==> src/rtl/ptts_pkg.sv <==
// ----------------------------------------------------------------------------
// ptts_pkg
// Shared constants and command codes for the periodic task tick scheduler.
// ----------------------------------------------------------------------------
package ptts_pkg;

    // Defaults for the top-level parameters
    localparam int MAX_TASKS_DEF   = 8;
    localparam int COUNT_WIDTH_DEF = 16;

    // Results reported per tick at most
    localparam int MAX_RESULTS = 8;
    localparam int RES_CNT_W   = $clog2(MAX_RESULTS + 1);

    // Overflow counter and its reset period
    localparam int         TICK_W       = 8;
    localparam logic [7:0] TICK_DEFAULT = 8'd32;

    // Input field widths
    localparam int CMD_W   = 2;
    localparam int SLOT_W  = 3;
    localparam int FIELD_W = 16;

    // Stream data widths, padded to whole bytes
    localparam int S_TDATA_W = 40;
    localparam int M_TDATA_W = 8;

    // APB port
    localparam int PADDR_W = 3;
    localparam int PDATA_W = 32;

    // Command codes carried in s_tuser
    localparam logic [CMD_W-1:0] CMD_CREATE   = 2'd0;
    localparam logic [CMD_W-1:0] CMD_OVERFLOW = 2'd1;
    localparam logic [CMD_W-1:0] CMD_SET_RUN  = 2'd2;

    // Register word index decoded from paddr[2]
    localparam logic REG_OVERFLOWS_PER_TICK = 1'b0;

endpackage

==> src/rtl/periodic_task_tick_scheduler.sv <==
// ----------------------------------------------------------------------------
// periodic_task_tick_scheduler
// Priority-indexed table of periodic tasks, stepped by divided timer ticks.
// ----------------------------------------------------------------------------
// Usage:
//   Input stream (s_*): s_tuser carries the command (create, timer overflow,
//   set running flag), s_tdata the slot, period, initial delay and running
//   flag. Create and set-running commands, and overflows that do not end a
//   tick, leave s_tready high for the next command.
//   An overflow that completes a tick starts a scan of the slot table: one
//   shared decrement/compare unit visits one slot per cycle unless a stall
//   holds it, and a tick runs through accept, MAX_TASKS scan steps and a final
//   flush. s_tready stays low for the whole scan.
//   Result stream (m_*): one transfer per due slot, at most MAX_RESULTS per tick, in slot
//   order, with m_tlast on the final one; a tick with no due slot sends none.
//   Results pass a hold stage and then an output register, so a stall holds
//   the scan only when both are full, m_tready is low and another slot falls
//   due; a finished result may wait while new commands are accepted.
//   APB: register 0 (overflows_per_tick) at byte address 0, reset value 32.
//   Reset clears the valid and running flags, the overflow count and the
//   output register; periods and countdowns are written by each create.
// ----------------------------------------------------------------------------
module periodic_task_tick_scheduler #(
    parameter int MAX_TASKS   = ptts_pkg::MAX_TASKS_DEF,
    parameter int COUNT_WIDTH = ptts_pkg::COUNT_WIDTH_DEF
) (
    input  logic                            aclk,
    input  logic                            aresetn,
    // Command input
    input  logic                            s_tvalid,
    output logic                            s_tready,
    // [2:0] slot, [18:3] period, [34:19] initial_delay, [35] running, rest zero
    input  logic [ptts_pkg::S_TDATA_W-1:0]  s_tdata,
    // [1:0] command
    input  logic [ptts_pkg::CMD_W-1:0]      s_tuser,
    // Due task output
    output logic                            m_tvalid,
    input  logic                            m_tready,
    // [2:0] due_slot, rest zero
    output logic [ptts_pkg::M_TDATA_W-1:0]  m_tdata,
    output logic                            m_tlast,
    // Configuration
    input  logic                            psel,
    input  logic                            penable,
    input  logic                            pwrite,
    input  logic [ptts_pkg::PADDR_W-1:0]    paddr,
    input  logic [ptts_pkg::PDATA_W-1:0]    pwdata,
    output logic [ptts_pkg::PDATA_W-1:0]    prdata,
    output logic                            pready
);
    import ptts_pkg::*;

    localparam int IDX_W = (MAX_TASKS > 1) ? $clog2(MAX_TASKS) : 1;
    localparam logic [IDX_W-1:0] LAST_IDX = IDX_W'(MAX_TASKS - 1);

    localparam logic [1:0] ST_IDLE  = 2'd0;
    localparam logic [1:0] ST_SCAN  = 2'd1;
    localparam logic [1:0] ST_FLUSH = 2'd2;

    // Control state
    logic [1:0]             state_reg;
    logic [TICK_W-1:0]      ovf_per_tick_reg;
    logic [TICK_W-1:0]      ovf_count_reg;
    logic [MAX_TASKS-1:0]   valid_reg;
    logic [MAX_TASKS-1:0]   running_reg;
    logic [IDX_W-1:0]       scan_idx_reg;
    logic [RES_CNT_W-1:0]   res_cnt_reg;
    logic                   hold_valid_reg;
    logic [SLOT_W-1:0]      hold_slot_reg;
    logic                   m_tvalid_reg;
    logic [SLOT_W-1:0]      m_slot_reg;
    logic                   m_tlast_reg;

    // Task table payload
    logic [COUNT_WIDTH-1:0] period_reg    [MAX_TASKS];
    logic [COUNT_WIDTH-1:0] countdown_reg [MAX_TASKS];

    // Input field unpacking
    logic [SLOT_W-1:0]      in_slot;
    logic [FIELD_W-1:0]     in_period;
    logic [FIELD_W-1:0]     in_delay;
    logic                   in_running;
    logic                   in_accept;
    logic                   slot_ok;
    logic [IDX_W-1:0]       wr_idx;
    logic [TICK_W-1:0]      ovf_count_next;

    // Scan datapath
    logic                   cur_active;
    logic                   cur_due;
    logic [COUNT_WIDTH-1:0] dec_operand;
    logic [COUNT_WIDTH-1:0] dec_result;
    logic                   emit;
    logic                   out_free;
    logic                   stall;
    logic                   step;
    logic                   push_mid;
    logic                   push_last;
    logic                   cfg_write;

    assign in_slot    = s_tdata[SLOT_W-1:0];
    assign in_period  = s_tdata[SLOT_W +: FIELD_W];
    assign in_delay   = s_tdata[SLOT_W + FIELD_W +: FIELD_W];
    assign in_running = s_tdata[SLOT_W + 2*FIELD_W];

    assign s_tready  = (state_reg == ST_IDLE);
    assign in_accept = s_tvalid && s_tready;
    assign slot_ok   = (32'(in_slot) < MAX_TASKS);
    assign wr_idx    = IDX_W'(in_slot);
    assign ovf_count_next = ovf_count_reg + TICK_W'(1);

    // Shared decrement unit: reload from period when due, else count down
    assign cur_active  = valid_reg[scan_idx_reg] && running_reg[scan_idx_reg];
    assign cur_due     = cur_active && (countdown_reg[scan_idx_reg] == '0);
    assign dec_operand = cur_due ? period_reg[scan_idx_reg] : countdown_reg[scan_idx_reg];
    assign dec_result  = (dec_operand == '0) ? '0 : dec_operand - COUNT_WIDTH'(1);

    // Hold one result back so the final one can carry tlast
    assign out_free  = !m_tvalid_reg || m_tready;
    assign emit      = cur_due && (res_cnt_reg < RES_CNT_W'(MAX_RESULTS));
    assign stall     = emit && hold_valid_reg && !out_free;
    assign step      = (state_reg == ST_SCAN) && !stall;
    assign push_mid  = step && emit && hold_valid_reg;
    assign push_last = (state_reg == ST_FLUSH) && hold_valid_reg && out_free;

    assign cfg_write = psel && penable && pwrite && pready
                       && (paddr[2] == REG_OVERFLOWS_PER_TICK);

    // Sequencer and control registers
    always_ff @(posedge aclk) begin
        if (!aresetn) begin
            state_reg        <= ST_IDLE;
            ovf_per_tick_reg <= TICK_DEFAULT;
            ovf_count_reg    <= '0;
            valid_reg        <= '0;
            running_reg      <= '0;
            scan_idx_reg     <= '0;
            res_cnt_reg      <= '0;
            hold_valid_reg   <= 1'b0;
        end else begin
            if (cfg_write) begin
                ovf_per_tick_reg <= pwdata[TICK_W-1:0];
            end
            unique case (state_reg)
                ST_IDLE: begin
                    if (in_accept) begin
                        case (s_tuser)
                            CMD_CREATE: begin
                                if (slot_ok) begin
                                    valid_reg[wr_idx]   <= 1'b1;
                                    running_reg[wr_idx] <= in_running;
                                end
                            end
                            CMD_SET_RUN: begin
                                if (slot_ok) begin
                                    running_reg[wr_idx] <= in_running;
                                end
                            end
                            CMD_OVERFLOW: begin
                                if (ovf_count_next == ovf_per_tick_reg) begin
                                    ovf_count_reg <= '0;
                                    scan_idx_reg  <= '0;
                                    res_cnt_reg   <= '0;
                                    state_reg     <= ST_SCAN;
                                end else begin
                                    ovf_count_reg <= ovf_count_next;
                                end
                            end
                            default: begin
                            end
                        endcase
                    end
                end
                ST_SCAN: begin
                    if (step) begin
                        if (emit) begin
                            hold_valid_reg <= 1'b1;
                            res_cnt_reg    <= res_cnt_reg + RES_CNT_W'(1);
                        end
                        if (scan_idx_reg == LAST_IDX) begin
                            state_reg <= ST_FLUSH;
                        end else begin
                            scan_idx_reg <= scan_idx_reg + IDX_W'(1);
                        end
                    end
                end
                ST_FLUSH: begin
                    if (!hold_valid_reg) begin
                        state_reg <= ST_IDLE;
                    end else if (out_free) begin
                        hold_valid_reg <= 1'b0;
                        state_reg      <= ST_IDLE;
                    end
                end
                default: begin
                    state_reg <= ST_IDLE;
                end
            endcase
        end
    end

    // Table payload: create writes, scan steps update the visited active slot
    always_ff @(posedge aclk) begin
        if (in_accept && (s_tuser == CMD_CREATE) && slot_ok) begin
            period_reg[wr_idx]    <= COUNT_WIDTH'(in_period);
            countdown_reg[wr_idx] <= COUNT_WIDTH'(in_delay);
        end else if (step && cur_active) begin
            countdown_reg[scan_idx_reg] <= dec_result;
        end
        if (step && emit) begin
            hold_slot_reg <= SLOT_W'(scan_idx_reg);
        end
    end

    // Output register: load on a transfer out of the hold stage
    always_ff @(posedge aclk) begin
        if (!aresetn) begin
            m_tvalid_reg <= 1'b0;
        end else if (push_mid || push_last) begin
            m_tvalid_reg <= 1'b1;
        end else if (m_tready) begin
            m_tvalid_reg <= 1'b0;
        end
    end

    always_ff @(posedge aclk) begin
        if (push_mid || push_last) begin
            m_slot_reg  <= hold_slot_reg;
            m_tlast_reg <= push_last;
        end
    end

    assign m_tvalid = m_tvalid_reg;
    assign m_tdata  = M_TDATA_W'(m_slot_reg);
    assign m_tlast  = m_tlast_reg;

    // APB read-back
    assign pready = 1'b1;
    assign prdata = (paddr[2] == REG_OVERFLOWS_PER_TICK) ? PDATA_W'(ovf_per_tick_reg) : '0;

endmodule

==> config.mk <==
export PLATFORM = sky130hd
export DESIGN_NAME = periodic_task_tick_scheduler
export DESIGN_NICKNAME = d
export VERILOG_FILES = /design/src/rtl/ptts_pkg.sv /design/src/rtl/periodic_task_tick_scheduler.sv
export SDC_FILE = /design/constraint.sdc
export NUM_CORES = 1
export LEC_CHECK = 0
export ABC_AREA = 1
export BUFFER_PORTS_ARGS = -buffer_cell sky130_fd_sc_hd__buf_4
export CAP_MARGIN = 20
export CORE_ASPECT_RATIO = 0.75
export CORE_MARGIN = 8
export CORE_UTILIZATION = 31
export CTS_CLUSTER_DIAMETER = 40
export DETAILED_ROUTE_END_ITERATION = 16
export SYNTH_ARGS = -nofsm -noshare
export SYNTH_HDL_FRONTEND = slang
export SYNTH_SLANG_ARGS = --single-unit
==> constraint.sdc <==
create_clock -name aclk -period 3.32 [get_ports aclk]
set_input_delay 0 -clock aclk [delete_from_list [all_inputs] [get_ports aclk]]
set_output_delay 0 -clock aclk [all_outputs]
set_load 0.1 [all_outputs]
==> summary.txt, run 1 <==
Timing
  • Hold Fails Final Rpt: 0
  • Fin crit share: 0.9464
  • Worst slew pin tran: between 0.7 and 0.8 ns
  • Final slew viol count: 0
  • Slew headroom: 0.4750
  • Final setup viols: 0
  • F_max: around 320 MHz
  • Clock skew: roughly 0.035 ns
  • Min Tclk post-route: 3.142 ns
  • RSZ-0062 raised after global routing: true

Final layout
  • Antenna diode count: 0
  • Layout cells sized above 1: 0.1568
  • Finished Layout Cells: roughly 2,200
  • Fillers: 4,263
  • Area Growth Syn to Fin: 25.66%
  • Post-route cell area: about 18,000 um^2
  • Commonest non-fill, non-tap cells in the layout: 379 x nand2_1, 263 x edfxtp_1, 163 x inv_1, 147 x nand3_1, 140 x nor2_1
  • Final Util: 0.3957
  • Nets: 1,717
  • Commonest non-fill, non-tap cell in the layout: nand2_1

Logic synthesis
  • Flops & latches, synth: between 300 and 400
  • Avg Inst Size Synth: just under 10 um^2
  • Syn Inst Count: 1,458
  • Synth cell types: 45
  • Yosys top cell area share: 0.5592
  • Yosys warning count: 0
  • Fraction of registers with async set/reset: 0
  • Post-synth EDFFs: 263
  • Largest area contributor in the synthesized netlist: edfxtp_1
  • Cell area after synthesis: ~14,000 um^2
  • Synth area leaders: edfxtp_1 56%, nand2_1 10%, dfxtp_1 6.5%
  • Prevailing post-synth register cell: edfxtp_1
  • Post-synthesis sequential area ratio: 0.6244

Min path
  • Min-delay worst type: in -> reg

Clock network
  • Clock Latency Late Sink: between 0.5 and 0.6 ns
  • Clock Tree Buf Depth: 3
  • CTS Buf Count: 39
  • Clock Sinks: 309
  • Reg clk slew, reported paths: 0.06 ns
  • CTS tree: done
  • Root buffer cell: clkbuf_16
  • H-tree levels: 2

Global routing
  • GRT Util Overall: 0.1334
  • Number of global-route vias before repair: 10,110
  • Grt total ovfl: 0
  • Largest net degree at the start of global routing: 57
  • First-pass GRT wire length: between 50 and 60 mm
  • Initial antenna violation count: 0

Drt
  • Drc violations: 0
  • Vias/cell: 4.613
  • Initial DRC Count: roughly 710
  • Final ANT Viol Nets: 0
  • Via count: 10,350
  • Final Routed Wirelength: between 30 and 40 mm
  • WL/cell: approximately 16 um
  • Drt pass-1 iters: 5

Floorplanning
  • Die Y-Extent: 200.9 um
  • Starting density of the core: 0.3149
  • I/O pins: 128
  • Die span in x: between 200 and 300 um
  • Rows: 67
  • Full die area: 52,720 um^2
  • Core ar.: 44,850 um^2

Critical path
  • Critical path fanouts, max: 21
  • Crit end category: register
  • Critical path class: reg -> reg
  • CP startpoint kind: register
  • Worst EP required: 3.55 ns
  • Critical path data arrival time: 3.37 ns

Place
  • Routability Congestion: 0.8782
  • Dpl cells: 2,104
  • Placed Area: 15,530 um^2
  • IO buf count: 67
  • Final HPWL DP: 22.33 mm

Power
  • Worst VDD drop: roughly 0.30 mV
  • Final Total Pwr: 9.060 mW
  • Static Leak: 7.145 nW
  • Pwr dens: 510.5 nW/um^2

Flow run
  • Max-cap violations: 0

Status
  • Status: complete, no violations
[logic make-up (layout without fill, tap and decap cells)]
| kind of cell | after synthesis | after routing | synth area share |
|---|---|---|---|
| simple gates | 730 | 730 | 0.2170 |
| flops | 309 | 309 | 0.6244 |
| buf+inv | 255 | 427 | 0.08451 |
| compound gates | 142 | 142 | 0.05980 |
| xor+xnor | 15 | 15 | 0.009302 |
| fa+ha+maj | 5 | 5 | 0.004429 |
| other cells | 2 | 30 | 0.0005317 |
[power by group]
part	switching [mW]	total (mW)	internal [mW]	leakage (nW)
clock network	1.69	4.35	2.65	0.654
registers	0.00920	4.24	4.24	2.75
logic	0.333	0.468	0.135	3.75
total	2.04	9.06	7.02	7.14
[final timing paths]
path	depth (start not counted)	from	end	slack, ns
setup / recovery	20	register	countdown_reg[1][11]	0.18
hold / removal	3	s_tdata[32]	countdown_reg[6][13]	0.03
setup reg to reg	20	register	countdown_reg[1][11]	0.18
hold reg to reg	2	running_reg[2]	running_reg[2]	0.47
[area by class of cell]
| cell class | instances | area (um^2) | area share |
|---|---|---|---|
| multi-input cells | 922 | 4389 | 0.2473 |
| repair buffers | 188 | 1807 | 0.1018 |
| inverters | 168 | 635.6 | 0.03582 |
| well taps | 586 | 733.2 | 0.04131 |
| clock buffers | 47 | 1069 | 0.06021 |
| clock inverters | 24 | 290.3 | 0.01636 |
| flip-flops and latches | 309 | 8823 | 0.4972 |
[through the flow]
| step | setup TNS (ns) | hold slack (ns) | setup slack, ns |
|---|---|---|---|
| after detailed placement | 0 | 0.2253 | 0.1098 |
| after global placement | 0 | 0.2257 | 0.1559 |
| after floorplan | 0 | 0.09887 | 0.04809 |
| after CTS | 0 | 0.01963 | 0.05800 |
| final | 0 | 0.03080 | 0.1781 |
| after global routing | -0.7142 | 0.04080 | -0.02358 |
[timing repair]
item / in CTS / in global routing
setup endpoints to repair: 0 / 258
hold buffers: 63 / 0
endpoints found under the hold margin: 276 / 0
resized for setup: 0 / 33
buffers inserted: 0 / 3
[critical path, stage by stage (launching register included)]
cell,delay [ns]
dfxtp_4,0.45
inv_6,0.08
buf_12,0.16
nand2_1,0.07
nand2_1,0.05
nand2_1,0.05
nand3_1,0.08
nand2_2,0.15
nand2_1,0.08
nor2_1,0.16
nand2_2,0.11
nor2_8,0.17
nand2_4,0.06
inv_2,0.11
nand3_1,0.14
nand2_4,0.14
nand2_1,0.06
o21ai_0,0.13
nand2_1,0.15
nor2_2,0.17
buf_12,0.20
[synth_stat cells (3+ instances only)]
cell type and instances:
nor2_4 3, o22ai_1 12, o21ai_0 60, buf_6 11, nand2_1 389, buf_2 18, buf_4 35, nand2_2 6
edfxtp_1 263, a21oi_1 39, clkbuf_1 22, inv_1 164, nand3_1 148, dfxtp_1 46, a221o_1 4, xor2_1 13
ha_1 5, o221ai_1 6, nand3b_1 4, nand4_1 5, nor2_1 160, inv_2 4, o21ai_2 13
[layer usage]
metal | share of wire | vias up | global-route usage | wire (um)
met5 | 0 | - | 0 | 0
met4 | 0.028 | 0 | 0.04760 | 1010
met3 | 0.062 | 69 | 0.02815 | 2269
met2 | 0.44 | 315 | 0.2054 | 16180
met1 | 0.47 | 4858 | 0.1840 | 17180
li1 | - | 5110 | - | -
Note: power is estimated with default switching activity, not from simulation.
==> inputs of run 2 (changes only) <==
Settings changed: CORE_MARGIN 8 to 2.
==> summary.txt, run 2 (synthesis gave the netlist of run 1 again) <==
Power
  • Final Total Pwr: 8.891 mW (was 9.060 mW)
  • Worst VDD drop: 0.2872 mV (was 0.2984 mV)
  • Pwr dens: 500.6 nW/um^2 (was 510.5 nW/um^2)
  • Static Leak: 7.189 nW (was 7.145 nW)

Final layout
  • Fillers: 4,238 (was 4,263)
  • Commonest non-fill, non-tap cells in the layout: 375 x nand2_1, 263 x edfxtp_1, 164 x inv_1, 147 x nand3_1, 142 x nor2_1 (was 379 x nand2_1, 263 x edfxtp_1, 163 x inv_1, 147 x nand3_1, 140 x nor2_1)
  • Area Growth Syn to Fin: 25.74% (was 25.66%)
  • Nets: 1,731 (was 1,717)
  • Layout cells sized above 1: 0.1669 (was 0.1568)
  • Post-route cell area: 17,760 um^2 (was 17,750 um^2)
  • Multi-input gate area: 4367 um^2 (was 4389 um^2)
  • Reg area: 8823 um^2 (unchanged)
  • Commonest non-fill, non-tap cell in the layout: nand2_1 (unchanged)

Global routing
  • Number of global-route vias before repair: 9,977 (was 10,110)
  • Largest net degree at the start of global routing: 51 (was 57)
  • GRT Util Overall: 0.1497 (was 0.1334)
  • First-pass GRT wire length: 55.39 mm (was 56.37 mm)
  • Initial antenna violation count: 1 (was 0)
  • Grt total ovfl: 0 (unchanged)

Floorplanning
  • Rows: 67 (unchanged)
  • Starting density of the core: 0.3149 (unchanged)
  • Full die area: 47,300 um^2 (was 52,720 um^2)
  • Die span in x: 250.5 um (was 262.5 um)
  • Die Y-Extent: 188.9 um (was 200.9 um)
  • I/O pins: 128 (unchanged)
  • Core ar.: 44,850 um^2 (unchanged)

Clock network
  • Clock Sinks: 309 (unchanged)
  • CTS tree: done (unchanged)
  • H-tree levels: 2 (unchanged)
  • CTS Buf Count: 38 (was 39)
  • Root buffer cell: clkbuf_16 (unchanged)
  • Reg clk slew, reported paths: 0.07 ns (was 0.06 ns)
  • Clock Tree Buf Depth: 3 (unchanged)
  • Clock Latency Late Sink: 0.54 ns (was 0.56 ns)

Critical path
  • Critical path data arrival time: 3.37 ns (about the same)
  • Critical path class: reg -> reg (unchanged)
  • CP top delay family: simple AND/OR/NAND/NOR gates (unchanged)
  • CP max stage delay: 0.38 ns (was 0.45 ns)
  • CP startpoint kind: register (unchanged)
  • Crit end category: register (unchanged)
  • Sequence of cells on the critical path: inv_4, buf_12, nand2_1, nand3_1, nand3_1, nand2_1, nand2_1, nor2_1, nand2_1, nor2_4, nand3_1, nand2_1, ha_2, nand3_2, nor2_4, nand2_4, inv_2, nand3b_2, nand2_2, inv_1, nand2_1, nand2_4 (was inv_6, buf_12, nand2_1, nand2_1, nand2_1, nand3_1, nand2_2, nand2_1, nor2_1, nand2_2, nor2_8, nand2_4, inv_2, nand3_1, nand2_4, nand2_1, o21ai_0, nand2_1, nor2_2, buf_12)
  • Worst EP required: 3.58 ns (was 3.55 ns)
  • Worst path slowest cell: dfxtp_4 (unchanged)
  • Worst path most repeated cell: nand2_1 (unchanged)
  • Critical path fanouts, max: 25 (was 21)
  • Worst path bufs/invs: 4 (unchanged)

Timing
  • Hold Fails Final Rpt: 0 (unchanged)
  • Worst slew pin tran: 0.7805 ns (was 0.7867 ns)
  • Fin crit share: 0.9348 (was 0.9464)
  • RSZ-0062 raised after global routing: true (unchanged)
  • Final setup viols: 0 (unchanged)
  • F_max: 322.2 MHz (was 318.3 MHz)
  • Worst hold slack: 0.02619 ns (was 0.03080 ns)
  • Min Tclk post-route: 3.103 ns (was 3.142 ns)
  • Final WS setup: 0.2165 ns (was 0.1781 ns)
  • Clock skew: 0.02329 ns (was 0.03541 ns)
  • Slew headroom: 0.4791 (was 0.4750)
  • Final slew viol count: 0 (unchanged)

Place
  • IO buf count: 67 (unchanged)
  • Final HPWL DP: 22.26 mm (was 22.33 mm)
  • Placed Area: 15,660 um^2 (was 15,530 um^2)
  • Pre-CTS setup slack: 0.08633 ns (was 0.1098 ns)
  • Routability Congestion: 0.8689 (was 0.8782)

Min path
  • Min-delay worst type: in -> reg (unchanged)
  • HP Start: s_tdata[32] (unchanged)

Drt
  • Drt pass-1 iters: 5 (unchanged)
  • Via count: 10,440 (was 10,350)
  • Drc violations: 0 (unchanged)
  • WL/cell: 15.75 um (was 16.33 um)
  • Final Routed Wirelength: 35.58 mm (was 36.64 mm)
  • Final ANT Viol Nets: 0 (unchanged)
  • Initial DRC Count: 911 (was 711)
  • Vias/cell: 4.623 (was 4.613)

Status
  • Status: complete, no violations (unchanged)

Flow run
  • Max-cap violations: 0 (unchanged)
==> run 2: cell count changes in the layout (fill, tap and decap cells not counted), moves of 3 or more <==
cell	before	now
o21ai_2	3	8
clkinv_2	2	6
inv_6	2	5
o21ai_4	11	6
nand2_1	379	375
clkbuf_16	43	40
buf_4	106	122
clkinv_1	5	1
==> run 2: cell type report <==
type,count,area share
flip-flops and latches,309,0.4968
multi-input cells,922,0.2459
repair buffers,203,0.1071
clock buffers,43,0.05580
well taps,586,0.04129
inverters,168,0.03565
clock inverters,27,0.01733
diodes,1,0.0001409
==> run 2: final timing paths <==
kind | to | slack, ns | cells after the start
worst min-delay path | countdown_reg[6][13] | 0.03 | 3
worst min register to register | running_reg[2] | 0.46 | 2
worst max register to register | countdown_reg[7][9] | 0.22 | 22
worst max-delay path | countdown_reg[7][9] | 0.22 | 22
==> run 2: layer usage <==
layer  vias to the layer above  track usage  share of wire
met2                       286       0.2340           0.45
li1                       5143            -              -
met1                      4961       0.2169           0.47
met5                         -            0              0
met4                         0      0.03639          0.018
met3                        54      0.02488          0.058
==> run 2: through the flow <==
| step | instances | TNS, ns | util |
|---|---|---|---|
| after floorplan | 1486 | 0 | - |
| after global placement | 2123 | 0 | 0.3491 |
| after detailed placement | 2123 | 0 | 0.3491 |
| after CTS | 2254 | 0 | 0.3917 |
| after global routing | 2258 | -0.2410 | 0.3959 |
| final | 2259 | 0 | 0.3960 |
==> run 2: what timing repair did <==
| action | CTS | global route |
|---|---|---|
| endpoints found under the hold margin | 265 | 16 |
| setup endpoints to repair | 0 | 256 |
| setup buffers | 0 | 1 |
| hold buffers | 61 | 2 |
| resized for setup | 0 | 34 |
==> run 2: power by group <==
part / switching [mW] / internal [mW] / leakage, nW
clock: 1.72 / 2.46 / 0.634
combinational: 0.333 / 0.137 / 3.81
sequential: 0.00920 / 4.23 / 2.75
==> run 2: worst min-delay path, delay by kind of cell <==
family	cells	cell delay, ns
buffers and inverters	1	0.08
and+or+nand+nor	2	0.30
==> inputs of run 3 (changes only) <==
Settings changed: ABC_AREA 1 to default, HOLD_SLACK_MARGIN from default to 0.02.
==> summary.txt, run 3 <==
Power
  • Pwr dens: 477.2 nW/um^2 (was 500.6 nW/um^2)
  • Worst VDD drop: 0.3237 mV (was 0.2872 mV)
  • Final Total Pwr: 8.737 mW (was 8.891 mW)
  • Static Leak: 6.173 nW (was 7.189 nW)

Global routing
  • First-pass GRT wire length: 51.18 mm (was 55.39 mm)
  • Largest net degree at the start of global routing: 47 (was 51)
  • Initial antenna violation count: 0 (was 1)
  • Number of global-route vias before repair: 8,782 (was 9,977)
  • GRT Util Overall: 0.1488 (was 0.1497)
  • Grt total ovfl: 0 (unchanged)

Critical path
  • Sequence of cells on the critical path: mux4_2, mux2_4, or4_4, or4_4, nor2_4, a32oi_1, ha_2, nand3_2, or4b_4, buf_6, a21oi_4, a211o_1, a32o_2 (was inv_4, buf_12, nand2_1, nand3_1, nand3_1, nand2_1, nand2_1, nor2_1, nand2_1, nor2_4, nand3_1, nand2_1, ha_2, nand3_2, nor2_4, nand2_4, inv_2, nand3b_2, nand2_2, inv_1, nand2_1, nand2_4)
  • Critical path fanouts, max: 8 (was 25)
  • Critical path class: reg -> reg (unchanged)
  • Crit end category: register (unchanged)
  • CP max stage delay: 0.60 ns (was 0.38 ns)
  • R2R cell count: 13 (was 22)
  • CP startpoint kind: register (unchanged)
  • Worst path slowest cell: or4_4 (was dfxtp_4)
  • Critical path data arrival time: 4.32 ns (was 3.37 ns)
  • Worst path most repeated cell: or4_4 (was nand2_1)
  • Worst EP required: 3.58 ns (about the same)

Drt
  • Drt pass-1 iters: 4 (was 5)
  • Vias/cell: 4.851 (was 4.623)
  • Via count: 8,552 (was 10,440)
  • Final Routed Wirelength: 33.28 mm (was 35.58 mm)
  • Final ANT Viol Nets: 0 (unchanged)
  • WL/cell: 18.87 um (was 15.75 um)
  • Initial DRC Count: 581 (was 911)
  • Drc violations: 0 (unchanged)

Logic synthesis
  • Cell area after synthesis: 13,550 um^2 (was 14,120 um^2)
  • Avg Inst Size Synth: 15.36 um^2 (was 9.687 um^2)
  • Fraction of registers with async set/reset: 0 (unchanged)
  • Largest area contributor in the synthesized netlist: edfxtp_1 (unchanged)
  • Synth cell types: 65 (was 45)
  • Top cells by count, synth: 263 x edfxtp_1, 63 x nand2_1, 56 x mux4_2 (was 389 x nand2_1, 263 x edfxtp_1, 164 x inv_1)
  • Yosys warning count: 0 (unchanged)
  • Most numerous cell in the Yosys netlist: edfxtp_1 (was nand2_1)
  • Prevailing post-synth register cell: edfxtp_1 (unchanged)
  • Synth area leaders: edfxtp_1 58%, mux4_2 9.3%, dfxtp_1 6.8% (was edfxtp_1 56%, nand2_1 10%, dfxtp_1 6.5%)
  • Yosys top cell area share: 0.5830 (was 0.5592)
  • Post-synth EDFFs: 263 (unchanged)
  • Post-synthesis sequential area ratio: 0.6510 (was 0.6244)
  • Flops & latches, synth: 309 (unchanged)
  • Syn Inst Count: 882 (was 1,458)

Floorplanning
  • Rows: 66 (was 67)
  • Die Y-Extent: 185.0 um (was 188.9 um)
  • I/O pins: 128 (unchanged)
  • Die span in x: 245.4 um (was 250.5 um)
  • Starting density of the core: 0.3131 (was 0.3149)
  • Core ar.: 43,270 um^2 (was 44,850 um^2)
  • Full die area: 45,400 um^2 (was 47,300 um^2)

Status
  • Failing checks: negative setup slack
  • Status: finished, violations left (was complete, no violations)

Final layout
  • Antenna diode count: 0 (was 1)
  • Nets: 1,247 (was 1,731)
  • Post-route cell area: 18,310 um^2 (was 17,760 um^2)
  • Layout cells sized above 1: 0.3797 (was 0.1669)
  • Area Growth Syn to Fin: 35.14% (was 25.74%)
  • Finished Layout Cells: 1,763 (was 2,259)
  • Commonest non-fill, non-tap cells in the layout: 263 x edfxtp_1, 182 x buf_4, 60 x nand2_1, 60 x dlygate4sd3_1, 57 x mux4_2 (was 375 x nand2_1, 263 x edfxtp_1, 164 x inv_1, 147 x nand3_1, 142 x nor2_1)
  • Commonest non-fill, non-tap cell in the layout: edfxtp_1 (was nand2_1)

Clock network
  • CTS tree: done (unchanged)
  • Clock Latency Late Sink: 0.53 ns (was 0.54 ns)
  • CTS Buf Count: 37 (was 38)
  • H-tree levels: 2 (unchanged)
  • Root buffer cell: clkbuf_16 (unchanged)
  • Clock Tree Buf Depth: 3 (unchanged)
  • Clock Sinks: 309 (unchanged)
  • Reg clk slew, reported paths: 0.06 ns (was 0.07 ns)

Place
  • Placed Area: 15,600 um^2 (was 15,660 um^2)
  • Dpl cells: 1,599 (was 2,123)
  • IO buf count: 67 (unchanged)
  • Final HPWL DP: 21.13 mm (was 22.26 mm)
  • Routability Congestion: 0.8629 (was 0.8689)

Timing
  • Final setup viols: 277 (was 0)
  • Hold Fails Final Rpt: 0 (unchanged)
  • Slew headroom: 0.4790 (was 0.4791)
  • Min Tclk post-route: 4.061 ns (was 3.103 ns)
  • Clock skew: 0.01658 ns (was 0.02329 ns)
  • RSZ-0062 raised after global routing: true (unchanged)
  • Final slew viol count: 0 (unchanged)
  • Worst slew pin tran: 0.7749 ns (was 0.7805 ns)
  • Final WS setup: -0.7409 ns (was 0.2165 ns)
  • Fin crit share: 1.223 (was 0.9348)
  • F_max: 246.2 MHz (was 322.2 MHz)

Min path
  • Min-Delay Path Depth: 6 (was 3)
  • Min-delay worst type: in -> reg (unchanged)

Flow run
  • Max-cap violations: 0 (unchanged)
run 3: changes by cell type after synthesis, sizes merged, moves of 14 or more:
| cell | change |
|---|---|
| a21boi | +17 |
| a21oi | -20 |
| buf | -14 |
| inv | -160 |
| mux2 | +30 |
| mux2i | +28 |
| mux4 | +59 |
| nand2 | -334 |
| nand3 | -125 |
| nor2 | -127 |
| nor2b | +25 |
| nor3 | +15 |
| o21ai | -56 |
| o31ai | +14 |
run 3: kinds of logic (layout without fill, tap and decap cells):
group                      Yosys count  after routing  share of synthesized area
other                                2             30                  0.0005544
xor gates and xnor gates            19             19                    0.01432
muxes                              117            117                     0.1445
adders and majority gates            5              5                   0.004618
and+or+nand+nor                    227            227                    0.08571
AOI/OAI and AO/OA                  124            124                    0.06604
buffers and inverters               79            354                    0.03325
DFF                                309            309                     0.6510
run 3: metrics by stage:
step                utilization  setup TNS [ns]  worst slack, ns  hold WS [ns]
floorplan                     -         -163.40          -0.8766       0.09887
global placement         0.3604         -182.19          -0.8781        0.2158
detailed placement       0.3604         -213.59           -1.033        0.2261
CTS                      0.4182         -172.56          -0.7378       0.02352
global route             0.4231         -187.68          -0.8643       0.07468
finish                   0.4231         -154.37          -0.7409       0.04574
run 3: worst paths after layout:
kind | from | to | slack [ns]
max reg2reg | register | countdown_reg[7][10] | -0.74
min reg2reg | hold_slot_reg[0] | m_slot_reg[0] | 0.44
min | s_tdata[0] | running_reg[6] | 0.05
max | register | countdown_reg[7][10] | -0.74
run 3: layout make-up:
cell class / instances / area [um^2]
multi-input combinational: 522 / 4901
inverter: 8 / 30.03
timing repair buffer: 280 / 2604
tap: 578 / 723.2
clock inverter: 19 / 203.9
fill: 3922 / 24960
clock buffer: 47 / 1016
sequential: 309 / 8830
run 3: layer usage:
layer,vias to the layer above,part of all wire,track usage
met1,4318,0.48,0.2183
met4,2,0.020,0.04121
met3,51,0.056,0.02637
li1,3957,-,-
met5,-,0.0026,0.01416
met2,224,0.44,0.2247
run 3: where the power goes:
group | total [mW] | internal [mW] | switching, mW
clock network | 4.01 | 2.37 | 1.64
logic | 0.490 | 0.162 | 0.328
registers | 4.24 | 4.23 | 0.0109
total | 8.74 | 6.76 | 1.98
run 3: critical path, delay by kind of cell, from the launching register on:
| kind | cells | cell delay [ns] |
|---|---|---|
| and+or+nand+nor | 5 | 1.53 |
| DFF | 1 | 0.40 |
| muxes | 2 | 0.79 |
| adders and majority gates | 1 | 0.23 |
| AOI/OAI and AO/OA | 4 | 0.71 |
| buffers and inverters | 1 | 0.14 |
run 3: repair_timing:
| action | CTS | global route |
|---|---|---|
| cloned | 3 | 1 |
| resized for setup | 55 | 35 |
| endpoints found under the hold margin | 301 | 0 |
| pin swaps | 32 | 31 |
| endpoints found under the setup margin | 277 | 277 |
| hold buffers | 60 | 0 |
| setup buffers | 30 | 13 |
